File: config.mk
export PLATFORM = sky130hd
export DESIGN_NAME = bounded_double_ended_queue
export DESIGN_NICKNAME = d
export VERILOG_FILES = /design/src/rtl/bdq_pkg.sv /design/src/rtl/bdq_ram.sv /design/src/rtl/bdq_ctrl.sv /design/src/rtl/bdq_out.sv /design/src/rtl/bounded_double_ended_queue.sv
export SDC_FILE = /design/constraint.sdc
export NUM_CORES = 1
export LEC_CHECK = 0
export BUFFER_PORTS_ARGS = -buffer_cell sky130_fd_sc_hd__buf_2
export CORE_MARGIN = 2
export CORE_UTILIZATION = 56
export DETAILED_ROUTE_END_ITERATION = 7
export PLACE_DENSITY = 0.76
export SLEW_MARGIN = 25
export SYNTH_ARGS = -nofsm -noshare
export SYNTH_HDL_FRONTEND = slang
export SYNTH_HIERARCHICAL = 1
export SYNTH_SLANG_ARGS = --single-unit
File: constraint.sdc
create_clock -name aclk -period 5.1 [get_ports aclk]
set_input_delay 1.275 -clock aclk [delete_from_list [all_inputs] [get_ports aclk]]
set_output_delay 1.275 -clock aclk [all_outputs]
set_load 0.01 [all_outputs]
File: src/rtl/bdq_pkg.sv
`timescale 1ns / 1ps
// ----------------------------------------------------------------------------
// bdq_pkg
// Shared constants, codes, types and the circular address helper of the bounded double-ended queue.
// ----------------------------------------------------------------------------
package bdq_pkg;

    // storage geometry
    localparam int DEPTH   = 16;
    localparam int ADDR_W  = $clog2(DEPTH);
    localparam int CNT_W   = $clog2(DEPTH + 1);
    localparam int SUM_W   = CNT_W + 1;

    // field widths
    localparam int WORD_W  = 32;
    localparam int CMD_W   = 3;
    localparam int CAP_W   = 5;
    localparam int COUNT_W = 5;
    localparam int CMP_W   = (CNT_W > CAP_W) ? CNT_W : CAP_W;

    localparam logic [CAP_W-1:0]  CAP_RESET  = CAP_W'(16);
    localparam logic [WORD_W-1:0] EMPTY_WORD = '1;

    // request codes
    typedef enum logic [CMD_W-1:0] {
        CMD_PUSH_FRONT = 3'd0,
        CMD_PUSH_BACK  = 3'd1,
        CMD_POP_FRONT  = 3'd2,
        CMD_POP_BACK   = 3'd3,
        CMD_QUERY      = 3'd4
    } cmd_t;

    // sequencer states
    typedef enum logic [1:0] {
        ST_IDLE,
        ST_READ,
        ST_DONE
    } state_t;

    // status of one finished request, handed to the output stage
    typedef struct packed {
        logic               ok;
        logic               is_empty;
        logic               is_full;
        logic [CNT_W-1:0]   count;
    } status_t;

    // circular slot of base + off, with base and off both below DEPTH
    function automatic logic [ADDR_W-1:0] wrap_add(
        input logic [ADDR_W-1:0] base,
        input logic [CNT_W-1:0]  off
    );
        logic [SUM_W-1:0] sum;
        sum = SUM_W'(base) + SUM_W'(off);
        if (sum >= SUM_W'(DEPTH)) begin
            sum = sum - SUM_W'(DEPTH);
        end
        return sum[ADDR_W-1:0];
    endfunction

endpackage

File: src/rtl/bdq_ram.sv
`timescale 1ns / 1ps
// ----------------------------------------------------------------------------
// bdq_ram
// Generic RAM: one write port, two read ports with registered read data.
// ----------------------------------------------------------------------------
module bdq_ram #(
    parameter int WIDTH = 32,
    parameter int DEPTH = 16
) (
    input  logic                     aclk,
    input  logic                     wr_en,
    input  logic [$clog2(DEPTH)-1:0] wr_addr,
    input  logic [WIDTH-1:0]         wr_data,
    input  logic [$clog2(DEPTH)-1:0] rd_addr_a,
    input  logic [$clog2(DEPTH)-1:0] rd_addr_b,
    output logic [WIDTH-1:0]         rd_data_a,
    output logic [WIDTH-1:0]         rd_data_b
);

    logic [WIDTH-1:0] mem [DEPTH];
    logic [WIDTH-1:0] rd_a_reg;
    logic [WIDTH-1:0] rd_b_reg;

    // write port
    always_ff @(posedge aclk) begin
        if (wr_en) begin
            mem[wr_addr] <= wr_data;
        end
    end

    // registered reads
    always_ff @(posedge aclk) begin
        rd_a_reg <= mem[rd_addr_a];
        rd_b_reg <= mem[rd_addr_b];
    end

    assign rd_data_a = rd_a_reg;
    assign rd_data_b = rd_b_reg;

endmodule

File: src/rtl/bdq_ctrl.sv
`timescale 1ns / 1ps
// ----------------------------------------------------------------------------
// bdq_ctrl
// Head pointer, count and capacity registers, request decode and sequencer
// that drives the entry memory.
// ----------------------------------------------------------------------------
module bdq_ctrl (
    input  logic                         aclk,
    input  logic                         aresetn,
    input  logic                         cfg_wr_en,
    input  logic [bdq_pkg::CAP_W-1:0]    cfg_wr_data,
    input  logic                         s_valid,
    output logic                         s_ready,
    input  logic [bdq_pkg::CMD_W-1:0]    s_cmd,
    input  logic [bdq_pkg::WORD_W-1:0]   s_value,
    output logic                         ram_wr_en,
    output logic [bdq_pkg::ADDR_W-1:0]   ram_wr_addr,
    output logic [bdq_pkg::WORD_W-1:0]   ram_wr_data,
    output logic [bdq_pkg::ADDR_W-1:0]   ram_rd_front,
    output logic [bdq_pkg::ADDR_W-1:0]   ram_rd_rear,
    input  logic                         out_free,
    output logic                         out_load,
    output bdq_pkg::status_t             out_status
);
    import bdq_pkg::*;

    state_t             state_reg, state_next;
    logic [ADDR_W-1:0]  head_reg, head_next;
    logic [CNT_W-1:0]   count_reg, count_next;
    logic               ok_reg, ok_next;
    logic [CAP_W-1:0]   cap_reg;
    logic [CMP_W-1:0]   eff_cap;
    logic               is_full;
    logic               is_empty;
    logic               accept;
    logic [ADDR_W-1:0]  head_dec;
    logic [ADDR_W-1:0]  head_inc;

    // capacity register
    always_ff @(posedge aclk) begin
        if (!aresetn) begin
            cap_reg <= CAP_RESET;
        end else if (cfg_wr_en) begin
            cap_reg <= cfg_wr_data;
        end
    end

    // effective capacity and flags from the current count
    assign eff_cap  = (CMP_W'(cap_reg) > CMP_W'(DEPTH)) ? CMP_W'(DEPTH) : CMP_W'(cap_reg);
    assign is_full  = CMP_W'(count_reg) >= eff_cap;
    assign is_empty = (count_reg == '0);

    assign head_dec = (head_reg == '0) ? ADDR_W'(DEPTH - 1) : head_reg - 1'b1;
    assign head_inc = (head_reg == ADDR_W'(DEPTH - 1)) ? '0 : head_reg + 1'b1;

    assign s_ready = (state_reg == ST_IDLE);
    assign accept  = s_valid && s_ready;

    // read addresses follow the updated pointer and count
    assign ram_rd_front = head_reg;
    assign ram_rd_rear  = wrap_add(head_reg, is_empty ? '0 : count_reg - 1'b1);

    // request decode and sequencer
    always_comb begin
        state_next  = state_reg;
        head_next   = head_reg;
        count_next  = count_reg;
        ok_next     = ok_reg;
        ram_wr_en   = 1'b0;
        ram_wr_addr = wrap_add(head_reg, count_reg[CNT_W-1:0]);
        ram_wr_data = s_value;
        out_load    = 1'b0;
        case (state_reg)
            ST_IDLE: begin
                if (accept) begin
                    ok_next    = 1'b0;
                    state_next = ST_READ;
                    case (s_cmd)
                        CMD_PUSH_FRONT: begin
                            if (!is_full) begin
                                head_next   = head_dec;
                                ram_wr_en   = 1'b1;
                                ram_wr_addr = head_dec;
                                count_next  = count_reg + 1'b1;
                                ok_next     = 1'b1;
                            end
                        end
                        CMD_PUSH_BACK: begin
                            if (!is_full) begin
                                ram_wr_en  = 1'b1;
                                count_next = count_reg + 1'b1;
                                ok_next    = 1'b1;
                            end
                        end
                        CMD_POP_FRONT: begin
                            if (!is_empty) begin
                                head_next  = head_inc;
                                count_next = count_reg - 1'b1;
                                ok_next    = 1'b1;
                            end
                        end
                        CMD_POP_BACK: begin
                            if (!is_empty) begin
                                count_next = count_reg - 1'b1;
                                ok_next    = 1'b1;
                            end
                        end
                        CMD_QUERY: begin
                            ok_next = 1'b1;
                        end
                        default: begin
                            ok_next = 1'b0;
                        end
                    endcase
                end
            end
            ST_READ: begin
                state_next = ST_DONE;
            end
            ST_DONE: begin
                // read data is valid; hand over once the output slot is free
                if (out_free) begin
                    out_load   = 1'b1;
                    state_next = ST_IDLE;
                end
            end
            default: begin
                state_next = ST_IDLE;
            end
        endcase
    end

    assign out_status.ok       = ok_reg;
    assign out_status.is_empty = is_empty;
    assign out_status.is_full  = is_full;
    assign out_status.count    = count_reg;

    // state registers
    always_ff @(posedge aclk) begin
        if (!aresetn) begin
            state_reg <= ST_IDLE;
            head_reg  <= '0;
            count_reg <= '0;
            ok_reg    <= 1'b0;
        end else begin
            state_reg <= state_next;
            head_reg  <= head_next;
            count_reg <= count_next;
            ok_reg    <= ok_next;
        end
    end

`ifndef NO_ASSERTIONS
    // count never exceeds the storage depth
    a_count_bound: assert property (@(posedge aclk) disable iff (!aresetn)
        count_reg <= CNT_W'(DEPTH))
        else $error("count above depth");

    // count moves by at most one per request
    a_count_step: assert property (@(posedge aclk) disable iff (!aresetn)
        accept |=> (count_reg == $past(count_reg)) ||
                   (count_reg == $past(count_reg) + 1'b1) ||
                   (count_reg == $past(count_reg) - 1'b1))
        else $error("count jumped");

    // pointer and count only change on an accepted item
    a_hold_busy: assert property (@(posedge aclk) disable iff (!aresetn)
        !accept |=> $stable(head_reg) && $stable(count_reg))
        else $error("state changed without an item");

    // memory is written only while an item is taken
    a_write_accept: assert property (@(posedge aclk) disable iff (!aresetn)
        ram_wr_en |-> accept)
        else $error("stray memory write");
`endif

endmodule

File: src/rtl/bdq_out.sv
`timescale 1ns / 1ps
// ----------------------------------------------------------------------------
// bdq_out
// Output register: merges read data with request status and holds the
// result item until the consumer takes it.
// ----------------------------------------------------------------------------
module bdq_out (
    input  logic                         aclk,
    input  logic                         aresetn,
    input  logic                         load,
    input  bdq_pkg::status_t             status,
    input  logic [bdq_pkg::WORD_W-1:0]   front_data,
    input  logic [bdq_pkg::WORD_W-1:0]   rear_data,
    output logic                         free,
    output logic                         m_valid,
    input  logic                         m_ready,
    output logic                         m_ok,
    output logic signed [bdq_pkg::WORD_W-1:0] m_front_value,
    output logic signed [bdq_pkg::WORD_W-1:0] m_rear_value,
    output logic                         m_is_empty,
    output logic                         m_is_full,
    output logic [bdq_pkg::COUNT_W-1:0]  m_count
);
    import bdq_pkg::*;

    logic               valid_reg;
    logic               ok_reg;
    logic [WORD_W-1:0]  front_reg;
    logic [WORD_W-1:0]  rear_reg;
    logic               empty_reg;
    logic               full_reg;
    logic [COUNT_W-1:0] count_reg;

    assign free = !valid_reg || m_ready;

    // valid flag
    always_ff @(posedge aclk) begin
        if (!aresetn) begin
            valid_reg <= 1'b0;
        end else if (load) begin
            valid_reg <= 1'b1;
        end else if (m_ready) begin
            valid_reg <= 1'b0;
        end
    end

    // payload, empty deque reads as all ones
    always_ff @(posedge aclk) begin
        if (load) begin
            ok_reg    <= status.ok;
            front_reg <= status.is_empty ? EMPTY_WORD : front_data;
            rear_reg  <= status.is_empty ? EMPTY_WORD : rear_data;
            empty_reg <= status.is_empty;
            full_reg  <= status.is_full;
            count_reg <= COUNT_W'(status.count);
        end
    end

    assign m_valid       = valid_reg;
    assign m_ok          = ok_reg;
    assign m_front_value = front_reg;
    assign m_rear_value  = rear_reg;
    assign m_is_empty    = empty_reg;
    assign m_is_full     = full_reg;
    assign m_count       = count_reg;

endmodule

File: src/rtl/bounded_double_ended_queue.sv
`timescale 1ns / 1ps
// ----------------------------------------------------------------------------
// bounded_double_ended_queue
// Bounded deque of signed words in a circular memory addressed from a head
// pointer; every request reports front, rear, flags and count.
// ----------------------------------------------------------------------------
//  channel  | ports                         | handshake
//  ---------+-------------------------------+------------------
//  request  | s_cmd, s_value                | s_valid / s_ready
//  result   | m_ok, m_front_value, m_rear_value,
//           | m_is_empty, m_is_full, m_count| m_valid / m_ready
//  config   | cfg_wr_data (capacity)        | cfg_wr_en
//
// Each item goes through accept and memory write, read issue (the memory read is
// registered) and capture into the output register before the next is accepted.
// Reset clears pointer and count and sets capacity to 16; entries are not cleared.
// A result waiting in the output register does not stop the next item from
// being accepted; it stalls only in its final state until the slot frees.
// ----------------------------------------------------------------------------
module bounded_double_ended_queue (
    input  logic                         aclk,
    input  logic                         aresetn,
    input  logic                         cfg_wr_en,
    input  logic [bdq_pkg::CAP_W-1:0]    cfg_wr_data,
    input  logic                         s_valid,
    output logic                         s_ready,
    input  logic [bdq_pkg::CMD_W-1:0]    s_cmd,
    input  logic signed [bdq_pkg::WORD_W-1:0] s_value,
    output logic                         m_valid,
    input  logic                         m_ready,
    output logic                         m_ok,
    output logic signed [bdq_pkg::WORD_W-1:0] m_front_value,
    output logic signed [bdq_pkg::WORD_W-1:0] m_rear_value,
    output logic                         m_is_empty,
    output logic                         m_is_full,
    output logic [bdq_pkg::COUNT_W-1:0]  m_count
);
    import bdq_pkg::*;

    logic              ram_wr_en;
    logic [ADDR_W-1:0] ram_wr_addr;
    logic [WORD_W-1:0] ram_wr_data;
    logic [ADDR_W-1:0] ram_rd_front;
    logic [ADDR_W-1:0] ram_rd_rear;
    logic [WORD_W-1:0] front_data;
    logic [WORD_W-1:0] rear_data;
    logic              out_free;
    logic              out_load;
    status_t           out_status;

    // pointer, count and sequencing
    bdq_ctrl u_ctrl (
        .aclk         (aclk),
        .aresetn      (aresetn),
        .cfg_wr_en    (cfg_wr_en),
        .cfg_wr_data  (cfg_wr_data),
        .s_valid      (s_valid),
        .s_ready      (s_ready),
        .s_cmd        (s_cmd),
        .s_value      (s_value),
        .ram_wr_en    (ram_wr_en),
        .ram_wr_addr  (ram_wr_addr),
        .ram_wr_data  (ram_wr_data),
        .ram_rd_front (ram_rd_front),
        .ram_rd_rear  (ram_rd_rear),
        .out_free     (out_free),
        .out_load     (out_load),
        .out_status   (out_status)
    );

    // entry store
    bdq_ram #(
        .WIDTH (WORD_W),
        .DEPTH (DEPTH)
    ) u_ram (
        .aclk      (aclk),
        .wr_en     (ram_wr_en),
        .wr_addr   (ram_wr_addr),
        .wr_data   (ram_wr_data),
        .rd_addr_a (ram_rd_front),
        .rd_addr_b (ram_rd_rear),
        .rd_data_a (front_data),
        .rd_data_b (rear_data)
    );

    // result register
    bdq_out u_out (
        .aclk          (aclk),
        .aresetn       (aresetn),
        .load          (out_load),
        .status        (out_status),
        .front_data    (front_data),
        .rear_data     (rear_data),
        .free          (out_free),
        .m_valid       (m_valid),
        .m_ready       (m_ready),
        .m_ok          (m_ok),
        .m_front_value (m_front_value),
        .m_rear_value  (m_rear_value),
        .m_is_empty    (m_is_empty),
        .m_is_full     (m_is_full),
        .m_count       (m_count)
    );

endmodule
==> Yosys cells after proc, flatten, opt, wreduce, memory -nomap -nowiden <==
Memory sizes are Yosys's and may differ from the RTL's. A register that Yosys moved wholly into a read port is not among the register bits.
Index checks and enable logic that the tools add are counted.
Widths: inputs -> output; s select.
{ "word_totals": {"reg_bits": 90, "in_bits": 45, "elab_cells": 85, "out_inout_bits": 74, "mem_count": 1, "ramBits": 512} }
{ "op_classes": {"order_cmp": 4, "n_eq_ne": 13, "add_sub_neg": 8, "n_reduce_logical": 16, "n_mux": 31} }
{ "memory_table": {"columns": ["memory", "words", "word_bits", "read_ports", "rd_clocked_by_memory_dff", "write_ports", "line", "text"], "rows": [
  ["u_ram.mem", 16, 32, 2, 2, 1, "bdq_ram.sv:20", "logic [WIDTH-1:0] mem [DEPTH];"]
]} }
{ "ops": {"columns": ["operator", "n"], "rows": [
  ["$mux 4", 10],
  ["$mux 5", 4],
  ["$add 4x5->6", 2],
  ["$ge 6x5->1 const B", 2],
  ["$ne 2x2->1 const B", 6],
  ["$sub 4x1->4 const B", 3],
  ["$mux 1", 11],
  ["$pmux 5 s2", 1],
  ["$reduce_and 5->1", 2],
  ["$pmux 4 s2", 1],
  ["$eq 3x2->1 const B", 2],
  ["$pmux 2 s3", 1],
  ["$reduce_bool 2->1", 3],
  ["$add 5x1->5 const B", 1],
  ["$ge 5x5->1", 1],
  ["$gt 5x5->1 const B", 1],
  ["$logic_not 5->1", 1],
  ["$sub 5x1->5 const B", 1],
  ["$add 4x1->4 const B", 1],
  ["$eq 4x4->1 const B", 1],
  ["$logic_not 4->1", 1],
  ["$mux 2", 2],
  ["$reduce_and 2->1", 2],
  ["$reduce_or 2->1", 2],
  ["other kinds (10)", 10]
]} }

==> Logic depth before layout (Yosys ltp) <==
Gate-level depths: netlist (run 1).
{ "logic_depth": {"depth_word": 9, "ltp_mapped": 15} }

==> By module <==
Netlist (run 1), hierarchy kept.
{ "by_module_without_submodules": {"columns": ["mod", "cells_each", "seq_area_each_um2", "n_inst", "area_each_um2"], "rows": [
  ["bdq_ram", 1141, 16656.0, 1, 24188.2],
  ["bdq_out", 147, 2182.1, 1, 2678.8],
  ["bdq_ctrl", 213, 340.3, 1, 1795.5]
]} }

==> Worst setup path after synthesis (run 1) <==
OpenSTA, ideal clock, no wires.
{ "synth_path": {"path_kind": "input -> register", "from": "in s_cmd[1] (netlist bit)", "to": "mem u_ram.mem[0][0] (enable)", "setup_ns": 0.461, "path_buffers": 2, "path_stages": 8, "setup_slack_ns": -0.347, "t_arrival_ns": 4.985, "path_cell_list": "buf_2 nor2_1 nand3_1 or3_1 buf_2 mux2i_1 or3b_2 nor3_1"} }
{ "synth_between": {"word_cells_on_any_way": 11, "classes_between": "1 x eq/ne; 8 x mux; 2 x reduce/logical"} }
{ "synth_lines": {"columns": ["element", "line", "text"], "rows": [
  ["start: declaration", "bounded_double_ended_queue.sv:27", "input logic [bdq_pkg::CMD_W-1:0] s_cmd,"],
  ["$logic_not 3->1", "bdq_ctrl.sv:78", "case (s_cmd)"],
  ["$mux 4", "bdq_ctrl.sv:78", null],
  ["$mux 4", "bdq_ctrl.sv:75", "if (accept) begin"],
  ["$mux 4", "bdq_ctrl.sv:73", "case (state_reg)"],
  ["via ram_wr_addr[2]", "bounded_double_ended_queue.sv:41", "logic [ADDR_W-1:0] ram_wr_addr;"],
  ["end: declaration", "bdq_ram.sv:20", null]
]} }
The timed path passes the listed nets, and every way through them passes these cells.

==> out/qor.csv, run 1 <==
stage;metric;value;unit
run_status;status;completed;
timing;fin_skew;0.02372;ns
synthesis;synth.area.top_cells;edfxtp_1, mux4_2, dfxtp_1;
critical_path;max_stage_delay;0.60;ns
critical_path;cp_data_arrival_time;4.68;ns
synthesis;synth_top_area_cell;edfxtp_1;
synthesis;ys_ff_latch;666;
synthesis;synth_common_cells;edfxtp_1, mux4_2, a22oi_1, dfxtp_1, nand2_1;
critical_path;r2r_start;u_ctrl/count_reg[0];
clock_tree;cts_made_buffers;68;
timing;hold_violations;0;
clock_tree;cts_tree;built;
placement;dp.final_hpwl;38.38;mm
global_routing;grt_pass1_vias;15960;
timing;finalCritPeriodShare;81.14;%
clock_tree;insertion_delay;0.61;ns
cells_and_area;drive_gt1_share;33.88;%
floorplan;die-area;53010;sq um
min_path;hold_class;reg -> reg;
synthesis;syn_inst;1501;
detailed_routing;routedWlPerCell;28.04;um
synthesis;synth-edff-count;584;
timing;final-setup-viol-count;0;
critical_path;critPathSlowestCell;buf_4;
job;cap_violations;0;
global_routing;grtUsageTotal;25.30;%
synthesis;ys_warn_count;6;
clock_tree;clockRootBuffer;clkbuf_16;
synthesis;synth.avg_cell_area;19.10;sq um
timing;tns;0;ns
synthesis;ys_seq_area_share;66.91;%
synthesis;synth_top_area_share;61.18;%
clock_tree;htree_levels;3;
synthesis;synth_fp_nets;1564;
power_and_ir_drop;p_leak;0.01023;uW
clock_tree;clk_pin_slew;0.06;ns
synthesis;synth_flop_cell;edfxtp_1;
critical_path;critical_path_class;reg -> reg;
cells_and_area;final_core_util;64.20;%
cells_and_area;largest_reg_flops;512;
synthesis;synth.cell_area;28660;sq um
synthesis;yosysMostFrequentCell;edfxtp_1;
detailed_routing;drtIter0Drc;1797;
timing;fin_crit;4.138;ns
critical_path;crit_chain;inv_1 > ha_1 > nor4b_4 > buf_4 > nor2_1 > ha_4 > a21o_1 > a21oi_1 > xor2_1 > xnor2_1 > nor2b_4 > buf_12 > a22oi_1 > nand2_1;
power_and_ir_drop;cellPowerDensity;399.7;nW/um^2
timing;slew_violations;0;
min_path;hp-start;u_ctrl/ok_reg;
placement;port_buffers;118;
detailed_routing;vias;15320;
detailed_routing;firstDrtPassIters;5;
floorplan;start_util;56.90;%
global_routing;grt_overflow;0;
global_routing;grt_pass1_wl;99.41;mm
floorplan;rows;82;
placement;preCtsSetupSlack;1.017;ns
global_routing;antenna_found_initial;4;
critical_path;crit_path_start_kind;flip-flop;
clock_tree;clock_path_buffers;3;
synthesis;synth.distinct_cells;51;
detailed_routing;vias_per_cell;6.578;
timing;fmax;0.2417;GHz
floorplan;io_pins;119;
clock_tree;cts_setup_buffers;0;
synthesis;async_flop_share;0;%
timing;tightest_slew;1.097;ns
critical_path;required;5.64;ns
detailed_routing;ant_nets;0;
floorplan;coreArea;50380;sq um
cells_and_area;nNetsFinal;1667;
clock_tree;hold_buffers;0;
cells_and_area;stdcell_area;32340;sq um
clock_tree;cts_resized;0;
clock_tree;clock_sinks;666;
timing;rsz0062_at_grt;false;
detailed_routing;wl;65.31;mm
cells_and_area;largest-register;u_ram/mem;
timing;slew-limit-headroom;26.89;%
global_routing;grt_max_degree;100;
floorplan;die_w;230.2;um
critical_path;setup.worst_path.start;u_ctrl/count_reg[0];
power_and_ir_drop;peakVddDrop;257.5;uV
critical_path;path_max_fanout;70;
placement;gp_congestion;0.8464;
detailed_routing;drcViolationCount;0;
cells_and_area;syn_to_final_growth;12.84;%
floorplan;die_h;230.2;um
timing;setup_ws;0.9620;ns
placement;placedInstanceArea;30160;sq um
critical_path;endpoint_kind;flip-flop;
## metrics by stage
| step | cells | power, uW | hold slack [ns] |
|---|---|---|---|
| floorplan | 1501 | 7644 | 0.4314 |
| global placement | 2201 | 8113 | 0.4605 |
| detailed placement | 2206 | 8156 | 0.4579 |
| CTS | 2328 | 13020 | 0.4545 |
| global route | 2329 | 13370 | 0.4559 |
| finish | 2329 | 12930 | 0.4480 |
## final timing paths
check	end	slack (ns)	depth (start not counted)
max	u_ram/rd_data_b[19]	0.96	14
max reg2reg	u_ram/rd_data_b[19]	0.96	14
min	u_out/m_ok	0.45	0
min reg2reg	u_out/m_ok	0.45	0
## routing by layer
layer | GRT usage, % | vias to the layer above | routed length [um]
li1 | - | 6382 | -
met1 | 34.37 | 8035 | 24970
met2 | 41.65 | 767 | 33270
met3 | 4.675 | 131 | 5319
met4 | 8.810 | 4 | 1724
met5 | 0 | - | 18
## report_power, final
part           total (uW)  internal [uW]  switching, uW
sequential           6250           6160           88.7
combinational        1810            825            983
clock                4870           2850           2020
## logic make-up (layout without fill, tap and decap cells)
group                    after synthesis  in the layout  share of synthesized area, %
multiplexers                         272            272                         20.69
flip-flops                           666            666                         66.91
adder cells (fa/ha/maj)               18             18                        0.8381
buffers and inverters                148            303                         2.925
other                                  0              1                             0
AO/OA/AOI/OAI                        162            162                         4.309
AND/OR/NAND/NOR                      225            225                         4.020
XOR/XNOR                              10             10                        0.3056
## area by class of cell
cell class | count | area, sq um
flip-flops and latches | 666 | 19190
fillers | 3346 | 18030
multi-input cells | 687 | 8856
clock buffers | 101 | 1939
repair buffers | 170 | 1236
well taps | 672 | 840.8
clock inverters | 21 | 239.0
inverters | 11 | 43.79
diodes | 1 | 2.502
## critical path: cells and delay by family, from the launching register on
kind	cells	cell delay, ns
buffers and inverters	3	1.01
DFF	1	0.40
adders and majority gates	2	0.44
xor gates and xnor gates	2	0.66
and+or+nand+nor	4	1.09
AOI/OAI and AO/OA	3	0.45
## cell usage in the layout (no fill, tap or decap), drive strengths merged, types with 2 or more instances in the layout
cell type and instances:
nand3b 2, a21boi 4, edfxtp 584, nor2 28, a22oi 129, a41oi 2
xor2 3, a21oi 5, and2 2, nor4b 2, nor3 10, a21o 3
xnor2 7, o21ai 6, ha 16, or3b 2, clkinv 14, mux4 256
nand2b 10, or2 66, a31oi 2, or3 3, nand3 4, o211ai 4
nor2b 10, buf 170, nand2 81, nor3b 2, bufinv 4, nor4 2
dfxtp 82, inv 13, mux2i 15, fa 2, clkbuf 101
Power figures use the tool's default switching activity.
==> run 2: changes to the inputs <==
Clock period 5.1 ns to 3.4 ns, I/O delays scaled along.
==> run 2 against run 1 <==
  * Clock power up 59%
  * Clock skew down 0.0017 ns
  * Register-to-register slack worse by 0.83 ns
  * Die area unchanged
  * Critical path depth down 3
  * Final area up 2.4%
  * Flip-flop and latch count unchanged
  * Sequential power up 51%
  * Largest power group unchanged
==> out/qor.csv, run 2 (synthesized netlist as in run 1, its figures left out) <==
stage;metric;value;unit;change
run_status;status;completed;;unchanged
critical_path;required;3.66;ns;was 5.64 ns
cells_and_area;layout_commonest_cell;edfxtp_1;;unchanged
power_and_ir_drop;peakVddDrop;400.6;uV;was 257.5 uV
global_routing;grt_pass1_wl;99.99;mm;was 99.41 mm
global_routing;grtUsageTotal;25.56;%;was 25.30%
detailed_routing;ant_nets;0;;unchanged
timing;final-setup-viol-count;0;;unchanged
placement;port_buffers;118;;unchanged
floorplan;io_pins;119;;unchanged
floorplan;coreArea;50380;sq um;unchanged
timing;tightest_slew;0.8895;ns;was 1.097 ns
cells_and_area;largest-register;u_ram/mem;;unchanged
floorplan;die_w;230.2;um;unchanged
global_routing;grt_max_degree;119;;was 100
cells_and_area;regArea;19190;sq um;about the same
floorplan;die-area;53010;sq um;unchanged
placement;gp_congestion;0.7948;;was 0.8464
detailed_routing;drtIter0Drc;1681;;was 1797
clock_tree;hold_buffers;0;;unchanged
clock_tree;clock_path_buffers;3;;unchanged
power_and_ir_drop;p_leak;0.01060;uW;was 0.01023 uW
clock_tree;clockRootBuffer;clkbuf_16;;unchanged
critical_path;cp_data_arrival_time;3.53;ns;was 4.68 ns
global_routing;grt_overflow;0;;unchanged
clock_tree;htree_levels;3;;unchanged
detailed_routing;firstDrtPassIters;5;;unchanged
timing;fmax;0.3056;GHz;was 0.2417 GHz
floorplan;rows;82;;unchanged
cells_and_area;largest_reg_flops;512;;unchanged
placement;placedInstanceArea;30750;sq um;was 30160 sq um
global_routing;antenna_found_initial;3;;was 4
clock_tree;clock_sinks;666;;unchanged
critical_path;critical_path_class;reg -> reg;;unchanged
detailed_routing;wl;65.91;mm;was 65.31 mm
floorplan;start_util;56.90;%;unchanged
global_routing;grt_pass1_vias;16170;;was 15960
floorplan;die_h;230.2;um;unchanged
detailed_routing;vias;15540;;was 15320
timing;hold_violations;0;;unchanged
cells_and_area;nNetsFinal;1709;;was 1667
cells_and_area;nFillCells;3256;;was 3346
cells_and_area;syn_to_final_growth;15.61;%;was 12.84%
detailed_routing;vias_per_cell;6.542;;was 6.578
timing;fin_skew;0.02198;ns;was 0.02372 ns
detailed_routing;routedWlPerCell;27.75;um;was 28.04 um
min_path;hold_class;reg -> reg;;unchanged
timing;finalCritPeriodShare;96.25;%;was 81.14%
critical_path;path_max_fanout;10;;was 70
cells_and_area;drive_gt1_share;36.52;%;was 33.88%
clock_tree;cts_tree;built;;unchanged
placement;dp.final_hpwl;39.16;mm;was 38.38 mm
timing;fin_crit;3.273;ns;was 4.138 ns
cells_and_area;final_core_util;65.78;%;was 64.20%
cells_and_area;n_antenna_cell;0;;was 1
cells_and_area;final_cell_mix;edfxtp_1, mux4_2, a22oi_1;;unchanged
job;cap_violations;0;;unchanged
critical_path;crit_path_start_kind;flip-flop;;unchanged
clock_tree;clk_pin_slew;0.06;ns;about the same
detailed_routing;drcViolationCount;0;;unchanged
cells_and_area;multi_input_area;8919;sq um;was 8856 sq um
power_and_ir_drop;cellPowerDensity;604.4;nW/um^2;was 399.7 nW/um^2
clock_tree;insertion_delay;0.60;ns;was 0.61 ns
timing;slew-limit-headroom;40.52;%;was 26.89%
clock_tree;cts_made_buffers;69;;was 68
power_and_ir_drop;p_total;20030;uW;was 12930 uW
cells_and_area;stdcell_area;33140;sq um;was 32340 sq um
timing;slew_violations;0;;unchanged
critical_path;endpoint_kind;flip-flop;;unchanged
[run 2: changes by cell type in the layout (fill, tap and decap cells not counted), sizes merged]
cell      change
buf          +41
bufinv        +4
clkbuf        -7
clkinv       +10
clkinvlp      -1
diode         -1
[run 2: report_power, final]
| part | leakage, uW | internal (uW) | switching [uW] |
|---|---|---|---|
| Clock | 0.00116 | 4700 | 3070 |
| Combinational | 0.00352 | 1360 | 1480 |
| Sequential | 0.00591 | 9240 | 181 |
[run 2: cell type report]
class / instances / area share [%]
Timing Repair Buffer: 211 / 5.373
Tap cell: 672 / 2.537
Clock buffer: 94 / 5.962
Clock inverter: 34 / 1.167
Inverter: 11 / 0.1322
Sequential cell: 666 / 57.91
Multi-Input combinational cell: 687 / 26.92
[run 2: critical path, cell delays in order, from the launching register on]
cell	delay (ns)
dfxtp_1	0.33
nor2b_1	0.18
ha_1	0.25
nand2b_4	0.14
a31oi_4	0.22
o21ai_2	0.10
or3_4	0.45
mux2i_2	0.28
buf_4	0.22
nand2b_1	0.26
nor2_4	0.21
buf_4	0.28
[run 2: metrics by stage]
stage | worst slack (ns) | instances | hold slack (ns) | TNS, ns
global route | -0.001499 | 2375 | 0.4474 | -0.001499
detailed placement | -0.01255 | 2246 | 0.4299 | -0.3077
global placement | -0.01749 | 2244 | 0.4158 | -0.3353
CTS | 0.02140 | 2374 | 0.4442 | 0
finish | 0.1275 | 2375 | 0.4382 | 0
floorplan | -0.7907 | 1501 | 0.4314 | -263.59
[run 2: worst paths after layout]
kind,start,end,slack (ns),cells after the start
setup / recovery,u_ctrl/cap_reg[0],u_ram/mem[14][10],0.13,11
hold / removal,u_ctrl/ok_reg,u_out/m_ok,0.44,0
setup reg to reg,u_ctrl/cap_reg[0],u_ram/mem[14][10],0.13,11
hold reg to reg,u_ctrl/ok_reg,u_out/m_ok,0.44,0
[run 2: repair_timing]
item	4_1_cts	5_1_grt
gates resized for setup	1	3
hold endpoints to repair	0	0
buffers inserted	0	1
setup endpoints to repair	27	164
[run 2: metal layers]
layer  track usage [%]  vias up  wire (um)
li1                  -     6474          -
met2             42.23      783      33100
met5                 0        -         21
met3             4.204      127       5683
met4             8.044        4       1947
met1             35.34     8150      25160
